===== config.mk =====
export PLATFORM = sky130hd
export DESIGN_NAME = bir_queue
export DESIGN_NICKNAME = d
export VERILOG_FILES = /design/src/rtl/core/bir_pkg.sv /design/src/rtl/core/bir_queue.sv
export SDC_FILE = /design/constraint.sdc
export NUM_CORES = 1
export LEC_CHECK = 0
export BUFFER_PORTS_ARGS = -buffer_cell sky130_fd_sc_hd__buf_2
export CAP_MARGIN = 10
export CORE_ASPECT_RATIO = 1.4
export CORE_MARGIN = 3
export CORE_UTILIZATION = 40
export CTS_BUF_LIST = sky130_fd_sc_hd__clkbuf_2 sky130_fd_sc_hd__clkbuf_4 sky130_fd_sc_hd__clkbuf_8
export DETAILED_ROUTE_END_ITERATION = 8
export RECOVER_POWER = 25
export SYNTH_ARGS = -nofsm -noshare
export SYNTH_HDL_FRONTEND = slang
export SYNTH_SLANG_ARGS = --single-unit

===== constraint.sdc =====
create_clock -name aclk -period 3.2 [get_ports aclk]
set_input_delay 0.32 -clock aclk [delete_from_list [all_inputs] [get_ports aclk]]
set_output_delay 0.32 -clock aclk [all_outputs]
set_load 0.03 [all_outputs]

===== src/rtl/core/bir_pkg.sv =====
package bir_pkg;

    localparam int MAX_HEIGHT = 256;
    localparam int MAX_WIDTH  = 256;
    localparam int CHANNELS   = 3;

    localparam int STORE_DEPTH = MAX_HEIGHT * MAX_WIDTH * CHANNELS;
    localparam int ADDR_W      = $clog2(STORE_DEPTH);
    localparam int ROW_W       = $clog2(MAX_HEIGHT);
    localparam int COL_W       = $clog2(MAX_WIDTH);

    localparam int ROW_IN_W = 8;
    localparam int COL_IN_W = 8;
    localparam int CH_W     = 2;
    localparam int VAL_W    = 8;
    localparam int PIX_W    = 8;
    localparam int SIZE_W   = 9;
    localparam int SCALE_W  = 25;
    localparam int FRAC_W   = 16;
    localparam int SY_W     = ROW_IN_W + SCALE_W;
    localparam int SX_W     = COL_IN_W + SCALE_W;

    localparam int S_DATA_W = 32;
    localparam int M_DATA_W = 8;

    localparam int CFG_ADDR_W = 5;
    localparam int CFG_DATA_W = 32;

    localparam int QUEUE_DEPTH = 2;
    localparam int TAPS        = 4;
    localparam int TAP_W       = $clog2(TAPS);

    localparam logic [PIX_W-1:0] PIX_MAX = 8'd255;

    typedef enum logic [2:0] {
        REG_SRC_HEIGHT = 3'd0,
        REG_SRC_WIDTH  = 3'd1,
        REG_DST_HEIGHT = 3'd2,
        REG_DST_WIDTH  = 3'd3,
        REG_SCALE_Y    = 3'd4,
        REG_SCALE_X    = 3'd5
    } bir_reg_e_t;

    typedef enum logic [1:0] {
        KIND_WRITE = 2'd0,
        KIND_READ  = 2'd1,
        KIND_ERROR = 2'd2
    } bir_kind_t;

    typedef enum logic [1:0] {
        F_IDLE = 2'd0,
        F_MUL  = 2'd1,
        F_PUSH = 2'd2
    } bir_front_state_t;

    typedef enum logic [1:0] {
        B_IDLE = 2'd0,
        B_READ = 2'd1,
        B_LAST = 2'd2,
        B_HZ   = 2'd3
    } bir_back_state_t;

    typedef struct packed {
        logic [SIZE_W-1:0]  src_height;
        logic [SIZE_W-1:0]  src_width;
        logic [SIZE_W-1:0]  dst_height;
        logic [SIZE_W-1:0]  dst_width;
        logic [SCALE_W-1:0] scale_y;
        logic [SCALE_W-1:0] scale_x;
    } bir_cfg_t;

    typedef struct packed {
        bir_kind_t          kind;
        logic [ROW_W-1:0]   u0;
        logic [ROW_W-1:0]   u1;
        logic [COL_W-1:0]   v0;
        logic [COL_W-1:0]   v1;
        logic [CH_W-1:0]    ch;
        logic [VAL_W-1:0]   value;
        logic [FRAC_W-1:0]  fy;
        logic [FRAC_W-1:0]  fx;
    } bir_req_t;

    function automatic logic [SIZE_W-1:0] eff_size(input logic [SIZE_W-1:0] v,
                                                  input int maxv);
        logic [SIZE_W-1:0] r;
        if (v == '0) begin
            r = SIZE_W'(1);
        end else if (32'(v) > maxv) begin
            r = SIZE_W'(maxv);
        end else begin
            r = v;
        end
        return r;
    endfunction

    function automatic logic [ADDR_W-1:0] store_addr(input logic [ROW_W-1:0] u,
                                                     input logic [COL_W-1:0] v,
                                                     input logic [CH_W-1:0]  ch);
        return ADDR_W'((32'(u) * MAX_WIDTH + 32'(v)) * CHANNELS + 32'(ch));
    endfunction

endpackage


===== src/rtl/core/bir_queue.sv =====
module bir_queue
    import bir_pkg::*;
(
    input  logic     aclk,
    input  logic     aresetn,
    input  logic     push_valid,
    output logic     push_ready,
    input  bir_req_t push_data,
    output logic     pop_valid,
    input  logic     pop_ready,
    output bir_req_t pop_data
);

    localparam int PTR_W = (QUEUE_DEPTH > 1) ? $clog2(QUEUE_DEPTH) : 1;
    localparam int CNT_W = $clog2(QUEUE_DEPTH + 1);

    bir_req_t         entry_reg [QUEUE_DEPTH];
    logic [PTR_W-1:0] wr_ptr_reg, wr_ptr_next;
    logic [PTR_W-1:0] rd_ptr_reg, rd_ptr_next;
    logic [CNT_W-1:0] count_reg, count_next;
    logic             do_push, do_pop;

    assign push_ready = (count_reg != CNT_W'(QUEUE_DEPTH));
    assign pop_valid  = (count_reg != '0);
    assign pop_data   = entry_reg[rd_ptr_reg];
    assign do_push    = push_valid && push_ready;
    assign do_pop     = pop_valid && pop_ready;

    always_comb begin
        wr_ptr_next = wr_ptr_reg;
        rd_ptr_next = rd_ptr_reg;
        count_next  = count_reg;
        if (do_push) begin
            wr_ptr_next = (wr_ptr_reg == PTR_W'(QUEUE_DEPTH - 1)) ? '0 : wr_ptr_reg + 1'b1;
        end
        if (do_pop) begin
            rd_ptr_next = (rd_ptr_reg == PTR_W'(QUEUE_DEPTH - 1)) ? '0 : rd_ptr_reg + 1'b1;
        end
        if (do_push && !do_pop) begin
            count_next = count_reg + 1'b1;
        end else if (do_pop && !do_push) begin
            count_next = count_reg - 1'b1;
        end
    end

    always_ff @(posedge aclk) begin
        if (!aresetn) begin
            wr_ptr_reg <= '0;
            rd_ptr_reg <= '0;
            count_reg  <= '0;
        end else begin
            wr_ptr_reg <= wr_ptr_next;
            rd_ptr_reg <= rd_ptr_next;
            count_reg  <= count_next;
        end
    end

    always_ff @(posedge aclk) begin
        if (do_push) begin
            entry_reg[wr_ptr_reg] <= push_data;
        end
    end

endmodule


Yosys cells after proc, flatten, opt, wreduce, memory -nomap -nowiden
Memories as Yosys holds them, arrays and structs flattened. A register that Yosys moved wholly into a read port is not among the register bits.
Index checks and enable logic that the tools add are counted.
Storage, ports and cells
  flip-flop bits (word level): 4
  bits in writable memories: 152
  word-level logic and storage cells: 25
  memories: 1
Memory list
  entry_reg: words 2, bits a word 76, read ports 1, clocked after Yosys merged registers in 1, wr ports 1, line bir_queue.sv:17  | bir_req_t entry_reg [QUEUE_DEPTH];
Cells by class
  add/sub/neg operators: 4
  equal/unequal tests: 1
  multiplexer cells: 8
  reduce and logical (&&, ||, !) cells: 8
Operators by type and width (count)
  2-to-1 mux 1 bit: 6
  logical AND 1 bit: 4
  2-to-1 mux 2 bit: 2
  nonzero test 2 bit: 2
  adder 1 bit, second input constant: 2
  adder 2 x 1 -> 2 bit, second input constant: 1
  logical NOT 1 bit: 2
  != test 2 bit, second input constant: 1
  subtractor 2 x 1 -> 2 bit, second input constant: 1

Depth between registers and ports, before layout
  depth after elaboration: 6
  depth in mapped cells: 6
  gate-level depth less buffers: 6

Least setup slack after synthesis
OpenSTA, ideal clock, no wires.
  kind: register to register
  from: register count_reg[0]
  to: memory entry_reg[1][0] (netlist name), enable pin
  arrival time: 2.456 ns
  setup slack: 0.301 ns
  cell stages (with the launch flop): 3
  period minus slack after synthesis: 2.899 ns
  cells stage by stage: dfxtp_1 nand2b_4 and3_1
Between the ends
  longest elaborated chain between the ends: 4
Ends and longest elaborated chain
  from (decl): line bir_queue.sv:20  | logic [CNT_W-1:0] count_reg, count_next;
  from (signal assigned): line bir_queue.sv:54  | count_reg <= count_next;
  != test 2 bit: line bir_queue.sv:23  | assign push_ready = (count_reg != CNT_W'(QUEUE_DEPTH));
  via push_ready: line bir_queue.sv:7  | output logic push_ready,
  logical AND 1 bit: line bir_queue.sv:26  | assign do_push = push_valid && push_ready;
  2-to-1 mux 1 bit: line bir_queue.sv:59  | if (do_push) begin
  2-to-1 mux 1 bit (implied by the code): line bir_queue.sv:60  | entry_reg[wr_ptr_reg] <= push_data;
  to (decl): line bir_queue.sv:17
The timed path passes the listed nets, and every way through them passes these cells.

==> out/summary.txt <==
Hold Crit Class = input port to flop
final core occ = 0.5053
worst path buffer plus inverter count = 2
Largest register FFs = 152
filler cell count = 1162
post-synth top area cell = edfxtp_1
Starting Density = 0.4101
Die W = 107.2 um
Slew @ Worst Pin = 0.6076 ns
Root Driver = clkbuf_8
H-tree levels = 4
CTS sink count = 157
DIE HEIGHT = 147.6 um
final setup TNS = 0 ns
RSZ-0062 raised after global routing = no
hold buffers post-CTS = 0
Congestion Overflow GR = 0
post-synthesis cell count = 260
Area contributors post-synth = edfxtp_1, mux2_2, dfxtp_1
Rel. slew slack = 0.5945
final setup fails = 0
CP peak stage delay = 0.68 ns
pin count of the biggest net entering global routing = 45
Port Buffer Count = 157
via density per instance = 4.655
Reg clk slew, reported paths = 0.08 ns
crit-path cells = buf_12 > mux2_2 > buf_2
drt initial violations = 104
WL per Instance = 17.05 um
Layout Area Growth over Synthesis = 23.23%
half-perimeter wire length after placement = 7.140 mm
vias in the first global route = 3256
worst path required time = 2.88 ns
CTS tree = built
Core ar. = 0.01397 mm2
Setup CP Type = flop to output port
Clock Tree Buf Depth = 2
Pins Over Slew Limit = 0
sequential area share after synthesis = 0.8140
router iterations before antenna repair = 4
most common cell after layout, fill and taps aside = edfxtp_1
io pins = 158
slowest CP cell = dfxtp_4
status = complete, no violations
Tmin final = 2.313 ns
maximum VDD drop = 389.7 uV
CP top delay family = flip-flops
Antenna Cells = 0
Post-Synthesis Net Count = 341
nets = 512
# DRC = 0
share of post-route cells with drive strength above 1 = 0.5646
leakage = 2.559 nW
setup bufs post-CTS = 0
CP Capture Type = output port
maximum clock rate = 0.4324 GHz
die footprint = 0.01582 mm2
Synth top area share = 0.7965
crit share post-route = 0.7228
Max-cap violations = 0
routability cong. = 0.6845
first-pass GRT wire length = 16.39 mm
Worst setup SP type = flop
total track usage = 0.1397
Final Hold Vio Count = 0
Data arrival, critical path = 1.99 ns
post-cts sizing count = 0
Mapped Area = 0.005730 mm2
clk_lat worst skew = 0.42 ns
crit-path max FO = 41
Yosys warnings = 0
# rows = 51
initial antenna violation count = 1
Synth Register Bits = 157
most frequent cells in the layout = edfxtp_1, buf_2, mux2_2
number of distinct library cells after synthesis = 21
Clock Skews = 0.01380 ns
total CTS buffers = 17
pwr dens = 812.9 mW/mm2
post-route ant nets = 0
vias = 2914
Avg Cell Area, Syn = 22.04 um2
total routed wirelength = 10.67 mm
## power by group
group / internal [mW] / total (mW) / switching (mW)
Clock: 0.608 / 1.28 / 0.671
Sequential: 2.57 / 2.70 / 0.130
Combinational: 0.643 / 1.76 / 1.12
Total: 3.82 / 5.74 / 1.92
## through the flow
stage,instance area [um2],worst slack [ns],std cells,hold WS [ns],power (mW)
finish,7062,0.8871,626,0.08182,5.740
global route,7062,0.7401,626,0.03464,6.037
CTS,7088,0.8046,626,0.04569,5.846
detailed placement,6750,1.291,597,0.5115,4.549
global placement,6750,1.293,597,0.5072,4.524
floorplan,5731,0.3007,260,0.4189,4.051
## final cells by class
type | instances | area (um2) | share of cell area
Sequential cell | 157 | 4668 | 0.6611
Multi-Input combinational cell | 94 | 999.7 | 0.1416
Timing Repair Buffer | 160 | 819.5 | 0.1161
Clock buffer | 18 | 241.5 | 0.03420
Tap cell | 185 | 231.5 | 0.03278
Clock inverter | 11 | 96.34 | 0.01364
Inverter | 1 | 5.005 | 0.0007087
## synthesized netlist by cell type
cell,n
a21bo_2,1
o21ai_1,1
xnor2_1,2
nand2b_4,1
buf_6,4
or3_1,1
xor2_1,1
buf_4,1
o21ai_0,1
a21boi_0,1
and2_1,4
dfxtp_1,5
ha_1,1
buf_2,3
and3_1,1
inv_1,1
nand3b_1,1
or2_2,1
a21boi_1,1
mux2_2,76
edfxtp_1,152
## layer usage
metal	up-vias	global-route usage	wire length, um
met5	-	0	14
met1	1445	0.1462	3959
met4	2	0.05374	164
met3	13	0.04281	531
met2	84	0.2578	6003
li1	1370	-	-
## cell families after synthesis
kind of cell,Yosys count,share of synthesized area
compound gates,5,0.006113
xor+xnor,3,0.004586
fa+ha+maj,1,0.002183
buf+inv,9,0.01244
flops,157,0.8140
mux,76,0.1493
simple gates,9,0.01136
## final timing paths
kind | startpoint | end | slack (ns) | cells after the start
setup reg to reg | count_reg[0] | entry_reg[0][54] | 1.30 | 4
hold reg to reg | count_reg[1] | count_reg[1] | 0.56 | 2
setup / recovery | flop | pop_data[52] | 0.89 | 3
hold / removal | push_data[29] | entry_reg[1][29] | 0.08 | 1
Power figures use the tool's default switching activity.
