`config.mk`:
```
export PLATFORM = sky130hd
export DESIGN_NAME = bir_front
export DESIGN_NICKNAME = d
export VERILOG_FILES = /design/src/rtl/core/bir_pkg.sv /design/src/rtl/core/bir_front.sv
export SDC_FILE = /design/constraint.sdc
export NUM_CORES = 1
export LEC_CHECK = 0
export ABC_AREA = 1
export ABC_CLOCK_PERIOD_IN_PS = 9400
export BUFFER_PORTS_ARGS = -buffer_cell sky130_fd_sc_hd__clkbuf_2
export CORE_ASPECT_RATIO = 1.75
export CORE_MARGIN = 2
export CORE_UTILIZATION = 30
export CTS_CLUSTER_DIAMETER = 30
export CTS_CLUSTER_SIZE = 30
export DETAILED_ROUTE_END_ITERATION = 8
export SLEW_MARGIN = 20
export SYNTH_ARGS = -nofsm -noshare
export SYNTH_HDL_FRONTEND = slang
export SYNTH_SLANG_ARGS = --single-unit
```
`constraint.sdc`:
```
create_clock -name aclk -period 9.4 [get_ports aclk]
set_clock_uncertainty 0.15 [all_clocks]
set_input_delay 2.35 -clock aclk [delete_from_list [all_inputs] [get_ports aclk]]
set_output_delay 2.35 -clock aclk [all_outputs]
set_load 0.05 [all_outputs]
```
`src/rtl/core/bir_pkg.sv`:
```
package bir_pkg;

    localparam int MAX_HEIGHT = 256;
    localparam int MAX_WIDTH  = 256;
    localparam int CHANNELS   = 3;

    localparam int STORE_DEPTH = MAX_HEIGHT * MAX_WIDTH * CHANNELS;
    localparam int ADDR_W      = $clog2(STORE_DEPTH);
    localparam int ROW_W       = $clog2(MAX_HEIGHT);
    localparam int COL_W       = $clog2(MAX_WIDTH);

    localparam int ROW_IN_W = 8;
    localparam int COL_IN_W = 8;
    localparam int CH_W     = 2;
    localparam int VAL_W    = 8;
    localparam int PIX_W    = 8;
    localparam int SIZE_W   = 9;
    localparam int SCALE_W  = 25;
    localparam int FRAC_W   = 16;
    localparam int SY_W     = ROW_IN_W + SCALE_W;
    localparam int SX_W     = COL_IN_W + SCALE_W;

    localparam int S_DATA_W = 32;
    localparam int M_DATA_W = 8;

    localparam int CFG_ADDR_W = 5;
    localparam int CFG_DATA_W = 32;

    localparam int QUEUE_DEPTH = 2;
    localparam int TAPS        = 4;
    localparam int TAP_W       = $clog2(TAPS);

    localparam logic [PIX_W-1:0] PIX_MAX = 8'd255;

    typedef enum logic [2:0] {
        REG_SRC_HEIGHT = 3'd0,
        REG_SRC_WIDTH  = 3'd1,
        REG_DST_HEIGHT = 3'd2,
        REG_DST_WIDTH  = 3'd3,
        REG_SCALE_Y    = 3'd4,
        REG_SCALE_X    = 3'd5
    } bir_reg_e_t;

    typedef enum logic [1:0] {
        KIND_WRITE = 2'd0,
        KIND_READ  = 2'd1,
        KIND_ERROR = 2'd2
    } bir_kind_t;

    typedef enum logic [1:0] {
        F_IDLE = 2'd0,
        F_MUL  = 2'd1,
        F_PUSH = 2'd2
    } bir_front_state_t;

    typedef enum logic [1:0] {
        B_IDLE = 2'd0,
        B_READ = 2'd1,
        B_LAST = 2'd2,
        B_HZ   = 2'd3
    } bir_back_state_t;

    typedef struct packed {
        logic [SIZE_W-1:0]  src_height;
        logic [SIZE_W-1:0]  src_width;
        logic [SIZE_W-1:0]  dst_height;
        logic [SIZE_W-1:0]  dst_width;
        logic [SCALE_W-1:0] scale_y;
        logic [SCALE_W-1:0] scale_x;
    } bir_cfg_t;

    typedef struct packed {
        bir_kind_t          kind;
        logic [ROW_W-1:0]   u0;
        logic [ROW_W-1:0]   u1;
        logic [COL_W-1:0]   v0;
        logic [COL_W-1:0]   v1;
        logic [CH_W-1:0]    ch;
        logic [VAL_W-1:0]   value;
        logic [FRAC_W-1:0]  fy;
        logic [FRAC_W-1:0]  fx;
    } bir_req_t;

    function automatic logic [SIZE_W-1:0] eff_size(input logic [SIZE_W-1:0] v,
                                                  input int maxv);
        logic [SIZE_W-1:0] r;
        if (v == '0) begin
            r = SIZE_W'(1);
        end else if (32'(v) > maxv) begin
            r = SIZE_W'(maxv);
        end else begin
            r = v;
        end
        return r;
    endfunction

    function automatic logic [ADDR_W-1:0] store_addr(input logic [ROW_W-1:0] u,
                                                     input logic [COL_W-1:0] v,
                                                     input logic [CH_W-1:0]  ch);
        return ADDR_W'((32'(u) * MAX_WIDTH + 32'(v)) * CHANNELS + 32'(ch));
    endfunction

endpackage

```
`src/rtl/core/bir_front.sv`:
```
module bir_front
    import bir_pkg::*;
(
    input  logic                aclk,
    input  logic                aresetn,
    input  bir_cfg_t            cfg,
    input  logic                in_valid,
    output logic                in_ready,
    input  logic                in_cmd,
    input  logic [ROW_IN_W-1:0] in_row,
    input  logic [COL_IN_W-1:0] in_col,
    input  logic [CH_W-1:0]     in_ch,
    input  logic [VAL_W-1:0]    in_value,
    output logic                push_valid,
    input  logic                push_ready,
    output bir_req_t            push_data
);

    bir_front_state_t state_reg, state_next;

    logic                cmd_reg;
    logic [ROW_IN_W-1:0] row_reg;
    logic [COL_IN_W-1:0] col_reg;
    logic [CH_W-1:0]     ch_reg;
    logic [VAL_W-1:0]    val_reg;
    bir_kind_t           kind_reg, kind_next;
    logic [SY_W-1:0]     sy_reg;
    logic [SX_W-1:0]     sx_reg;

    logic [SIZE_W-1:0]   sh, sw, dh, dw;
    logic                ch_bad;
    logic [SY_W-FRAC_W-1:0] iy;
    logic [SX_W-FRAC_W-1:0] ix;
    logic [ROW_W-1:0]    u0, u1;
    logic [COL_W-1:0]    v0, v1;

    assign sh = eff_size(cfg.src_height, MAX_HEIGHT);
    assign sw = eff_size(cfg.src_width, MAX_WIDTH);
    assign dh = eff_size(cfg.dst_height, MAX_HEIGHT);
    assign dw = eff_size(cfg.dst_width, MAX_WIDTH);
    assign ch_bad = (32'(ch_reg) >= CHANNELS);

    always_comb begin
        if (cmd_reg) begin
            if ((32'(row_reg) >= 32'(dh)) || (32'(col_reg) >= 32'(dw)) || ch_bad) begin
                kind_next = KIND_ERROR;
            end else begin
                kind_next = KIND_READ;
            end
        end else begin
            if ((32'(row_reg) >= 32'(sh)) || (32'(col_reg) >= 32'(sw)) || ch_bad) begin
                kind_next = KIND_ERROR;
            end else begin
                kind_next = KIND_WRITE;
            end
        end
    end

    // source position, clamped to the last row and column
    assign iy = sy_reg[SY_W-1:FRAC_W];
    assign ix = sx_reg[SX_W-1:FRAC_W];

    always_comb begin
        if (kind_reg == KIND_READ) begin
            u0 = (32'(iy) >= 32'(sh)) ? ROW_W'(sh - 1'b1) : ROW_W'(iy);
            v0 = (32'(ix) >= 32'(sw)) ? COL_W'(sw - 1'b1) : COL_W'(ix);
        end else begin
            u0 = ROW_W'(row_reg);
            v0 = COL_W'(col_reg);
        end
        u1 = (32'(u0) + 1 >= 32'(sh)) ? ROW_W'(sh - 1'b1) : ROW_W'(32'(u0) + 1);
        v1 = (32'(v0) + 1 >= 32'(sw)) ? COL_W'(sw - 1'b1) : COL_W'(32'(v0) + 1);
    end

    always_comb begin
        state_next = state_reg;
        case (state_reg)
            F_IDLE: begin
                if (in_valid) begin
                    state_next = F_MUL;
                end
            end
            F_MUL:  state_next = F_PUSH;
            F_PUSH: begin
                if (push_ready) begin
                    state_next = F_IDLE;
                end
            end
            default: state_next = F_IDLE;
        endcase
    end

    always_comb begin
        in_ready         = 1'b0;
        push_valid       = 1'b0;
        push_data.kind   = kind_reg;
        push_data.u0     = u0;
        push_data.u1     = u1;
        push_data.v0     = v0;
        push_data.v1     = v1;
        push_data.ch     = ch_reg;
        push_data.value  = val_reg;
        push_data.fy     = sy_reg[FRAC_W-1:0];
        push_data.fx     = sx_reg[FRAC_W-1:0];
        case (state_reg)
            F_IDLE:  in_ready   = 1'b1;
            F_PUSH:  push_valid = 1'b1;
            default: ;
        endcase
    end

    always_ff @(posedge aclk) begin
        if (!aresetn) begin
            state_reg <= F_IDLE;
        end else begin
            state_reg <= state_next;
        end
    end

    always_ff @(posedge aclk) begin
        if (in_valid && in_ready) begin
            cmd_reg <= in_cmd;
            row_reg <= in_row;
            col_reg <= in_col;
            ch_reg  <= in_ch;
            val_reg <= in_value;
        end
        if (state_reg == F_MUL) begin
            kind_reg <= kind_next;
            sy_reg   <= SY_W'(row_reg) * SY_W'(cfg.scale_y);
            sx_reg   <= SX_W'(col_reg) * SX_W'(cfg.scale_x);
        end
    end

endmodule

```
# Word-level counts from Yosys, hierarchy flattened
# Index checks and enable logic that the tools add are counted.
# classes
n_addsub	4
multipliers	2
n_lt_le_gt_ge	13
n_eq_ne	5
mux	22
reduce_logical	11
# op_table
operator	n
9-bit two-way mux	8
8-bit by 25-bit multiplier with 33-bit output	2
8-bit two-way mux	6
8-bit by 9-bit greater-or-equal comparator with 1-bit output	4
9-bit > comparator, second input constant	4
9-bit logical NOT	4
17-bit by 9-bit greater-or-equal comparator with 1-bit output	2
8-bit by 1-bit adder with 9-bit output, second input constant	2
9-bit greater-or-equal comparator	2
8-bit by 1-bit subtractor with 8-bit output, second input constant	2
2-bit two-way mux	5
2-bit one-hot mux with 3 select lines	1
2-bit by 1-bit equality test with 1-bit output, second input constant	2
1-bit logical OR	4
2-bit inequality test, second input constant	2
2-bit equality test, second input constant	1
2-bit greater-or-equal comparator, second input constant	1
2-bit logical NOT	1
1-bit two-way mux	2
2-bit AND reduction	1
1-bit logical AND	1
# totals
regBits	97
elab_cells	66

# Logic depth before layout (Yosys ltp)
# logic_depth
depth_word	9
depth_mapped	33

# Least setup slack after synthesis
# Ideal clock, no wire load.
# synth_timing
path_type	input port to output port
start	input port cfg[76] (netlist name)
end	output port push_data[42] (netlist name)
arrival_ps	7092
path_slack_ps	-192
stages	31
path_buffers	2
path_cell_list	inv_2 > buf_4 > nand2_1 > nand2_1 > ha_1 > nand2_1 > nor2_1 > nand2_1 > nand2_1 > nand2_2 > nand3_2 > buf_6 > nand2_1 > nand3_1 > nand2_1 > inv_1 > ha_1 > nand3_1 > nor2_2 > xor2_1 > inv_1 > ha_1 > a21oi_1 > nand2_1 > nand3_1 > nand2_1 > a21oi_1 > nor2_1 > nor2_2 > clkinv_1 > o21ai_0
# synth_rtl
element	line_no	text
start: declaration	bir_front.sv:6	input bir_cfg_t cfg,
end: declaration	bir_front.sv:16	output bir_req_t push_data

==> impl.org <==
** Run
- Max-cap violations in this run came to 0.

** Power
- The analysis attributes to net switching a power of 0.002973 W.
- In this run the power density over the cells is 260.5 nW/um^2.
- The internal portion of the total power is 0.002458 W.
- Max VDD drop :: 0.1247 mV
- Combinational logic is responsible for 76.9% of the overall power.
- Summed over all cells, the static leakage comes to 11.20 nW.
- Share of total power in the clock network :: 7.0%
- Net switching is 54.75% of the power.
- Sequential fraction of design power :: 16.1%

** Route
- Drt via density :: 4.719
- Detail Route met2 WL :: 31720 um
- Wire segments on met3 add up to 2175 um in the final route.
- In this run the remaining antenna-violating nets after routing total 0.
- Detailed-routing wirelength on met1 :: 21520 um
- In this run, the number of DRC markers left after iteration 0 of detailed routing was 729.
- Detailed Routing Iterations Pass 1 :: 5
- DR top layer :: met5
- Wire length per cell :: 17.65 um
- Count of unresolved DRC violations after routing :: 0
- The final layout contains routed wiring with a total length of 58350 um.
- Across all layers, the routed design uses 15600 vias.

** Setup path
- R2r startpoint :: row_reg[7]
- Tracing the worst setup path back leads to its startpoint at cfg[76].
- Startpoint kind of the worst setup timing path :: input port
- Critical Setup Path Class :: input port to output pin
- The cell family contributing the most delay on the critical path is simple AND/OR/NAND/NOR gates.
- Data required time at the worst endpoint :: 6.90 ns
- In this design, the stage delay of the slowest critical-path cell is 0.31 ns.
- Most Frequent Cell on Critical Path :: nand2_1
- In this run the worst path has a maximum fanout of 11.
- Buffering stage count on the worst path with inverters included :: 7
- For the worst setup path, the data arrival time is 6.47 ns.
- Counting cells, the worst reg-to-reg path comes to 19.
- Minimum setup slack among reg-to-reg paths :: 3.89 ns
- The critical path crosses 32 cells after its start point.
- CP Capture Type :: output pin
- Critical Path Slowest Stage Cell :: ha_1

** GRT
- Initial antenna violation count :: 8
- Number of global-route vias before repair :: 16827
- Grt ovf :: 0
- Across every metal layer, demand over resource in global routing totals 18.39%.
- The first global-routing pass estimated 91340 um of wire.
- Entering global routing, the biggest net connects 36 pins.

** Clocking
- Clock-pin slew was measured on the worst setup and hold paths at 0.07 ns.
- Clock tree from TritonCTS :: done
- H-tree depth :: 3
- In this run the clock root is driven by a clkbuf_16.
- # clock sinks :: 97
- Clock buffers created by TritonCTS :: 9
- In this run the deepest clock path goes through 2 buffers.
- Insertion delay to the later sink of the worst-skew pair :: 0.39 ns

** STA
- Hold violation count in the final report :: 0
- Max Slew Vio Count :: 0
- Shortest period the worst path allows :: 8.970 ns
- Sum of negative setup slack :: 0 ns
- In the finished design, the share of the clock period the worst path needs comes to 95.43%.
- On the final layout, the worst hold slack is 0.3593 ns.
- Worst Max-Slew Pin Slew :: 0.9520 ns
- Slew Limit Headroom :: 35.86%
- Crit path setup slack, layout :: 0.4297 ns
- Upper clock frequency limit :: 111.5 MHz
- Setup violations remaining at the end of the flow were counted as 0.

** Synthesis
- Dividing the synthesized area by the synthesized cell count gives 7.867 sq um.
- Summed over all instances, the cell type with the most area after synthesis is fa_1.
- Count of warnings emitted by yosys :: 0
- In this run, synthesis inferred 95 flip-flops with an integrated enable.
- In this run the biggest area consumer among cell types represents 29.26% of the synthesized area.
- Ranked by total cell area, the synthesized netlist is headed by fa_1 (29%), edfxtp_1 (15%), nand2_1 (13%).
- Nets in the synthesized netlist :: 2971
- Count of cell types in the netlist :: 51
- Share of synthesized flip-flops with an asynchronous set or reset :: 0%
- After technology mapping, the gate count stands at 2400.
- Sequential cells were found to cover 15.32% of the synthesized design area.
- The mapped netlist covers 18880 sq um.
- #FFs+latches synth :: 97
- Among all flip-flop cells after synthesis, the most frequent one is edfxtp_1.

** Die
- Die span in y :: 335.9 um
- Top-level port count :: 195
- The initial utilization of the core area, before any placement, comes to 30.34%.
- Chip Width :: 193.6 um
- Total Die Area :: 65040 sq um
- The initialized floorplan defines 121 standard-cell rows.
- Floorplan Core Area :: 62220 sq um

** Layout
- From synthesis to final layout, the design area changed by 10.43%.
- Layout cell share with drive strength beyond 1 :: 12.61%
- Summing all non-filler instances in the final layout gives an area of 20850 sq um.
- Final layout net count :: 3072
- In the layout the commonest cells are nand2_1 (653), inv_1 (526), fa_1 (276).
- Leaving out fill and tap cells, the most frequent cell in the layout is nand2_1.
- Final-layout fill cell count :: 6681
- Final std cells w/o fill :: 3306

** Place
- The number of placed instances, taps included, is 3286.
- DP Worst Slack :: 0.05554 ns
- Routability-driven placement finished with a final weighted congestion of 0.9971.
- The placed instances occupy a cell area of 20460 sq um.
- Input and output buffers added on the ports amount to 194.
- Detailed placer's ending HPWL :: 49200 um

** Worst hold path
- Worst Hold Launch :: state_reg[1]
- Cell depth of the worst min-delay path :: 1
- Path category of the worst min-delay check :: flip-flop to flip-flop

** Status
- The flow ran to the end, and the final reports show no timing, DRC or antenna violations.
metrics by stage:
| stage | utilization, % | total power, W |
|---|---|---|
| floorplan | - | 0.003932 |
| global placement | 32.89 | 0.005027 |
| detailed placement | 32.89 | 0.005060 |
| CTS | 33.33 | 0.005466 |
| global route | 33.50 | 0.005973 |
| finish | 33.51 | 0.005431 |
path summary, 6_finish.rpt:
| kind | endpoint |
|---|---|
| worst max register to register | sy_reg[20] |
| worst min register to register | state_reg[0] |
| worst min-delay path | state_reg[0] |
| worst max-delay path | push_data[47] |
cell families after synthesis:
logic type	count (synthesis)	synth area share, %
AOI/OAI and AO/OA	194	6.024
xor gates and xnor gates	65	3.055
adders and majority gates	454	41.06
buffers and inverters	676	14.36
DFF	97	15.32
and+or+nand+nor	914	20.18
synthesized netlist by cell type (10+ instances only):
| cell type | count |
|---|---|
| nand2_1 | 658 |
| xnor2_1 | 24 |
| xor2_1 | 40 |
| nand3_1 | 78 |
| fa_1 | 276 |
| ha_1 | 178 |
| a21oi_1 | 96 |
| buf_4 | 34 |
| o21ai_0 | 35 |
| nand2_2 | 12 |
| nor2_1 | 92 |
| nor3_1 | 10 |
| nand4_1 | 20 |
| clkbuf_1 | 76 |
| inv_1 | 527 |
| edfxtp_1 | 95 |
| clkbuf_2 | 20 |
metal layers:
metal | vias to the layer above | track usage, %
met3 | 154 | 2.538
met4 | 14 | 9.242
li1 | 7424 | -
met1 | 7618 | 19.14
met2 | 390 | 35.67
met5 | - | 0
power groups by stage:
stage               clock (W)  combinational (W)  sequential [W]
floorplan                   0            0.00309        0.000843
global placement            0            0.00414        0.000884
detailed placement          0            0.00418        0.000880
CTS                  0.000396            0.00420        0.000874
global route         0.000409            0.00468        0.000881
finish               0.000378            0.00418        0.000875
area by class of cell:
cell class                      count  area, sq um  share of cell area [%]
Timing Repair Buffer              228         1296                   6.217
Tap cell                          799        999.7                   4.795
Multi-Input combinational cell   1627        13350                   64.04
Sequential cell                    97         2893                   13.87
Clock inverter                      5        40.04                  0.1920
Timing Repair inverter              1        5.005                 0.02400
Antenna cell                        1        2.502                 0.01200
Inverter                          537         2028                   9.728
Clock buffer                       11        232.7                   1.116
worst reg2reg max path: cells and delay by family (launching register included):
family / cells / cell delay [ns]
simple gates: 2 / 0.20
fa+ha+maj: 5 / 2.26
flops: 1 / 0.53
xor+xnor: 1 / 0.16
compound gates: 5 / 1.19
buf+inv: 6 / 0.76
what timing repair did:
| action | CTS | global route |
|---|---|---|
| hold buffers | 0 | 0 |
| gates resized for setup | 0 | 36 |
| buffers inserted | 0 | 2 |
| endpoints found under the setup margin | 0 | 16 |
| hold endpoints to repair | 0 | 0 |
No activity file was read; power rests on OpenSTA's default activity.
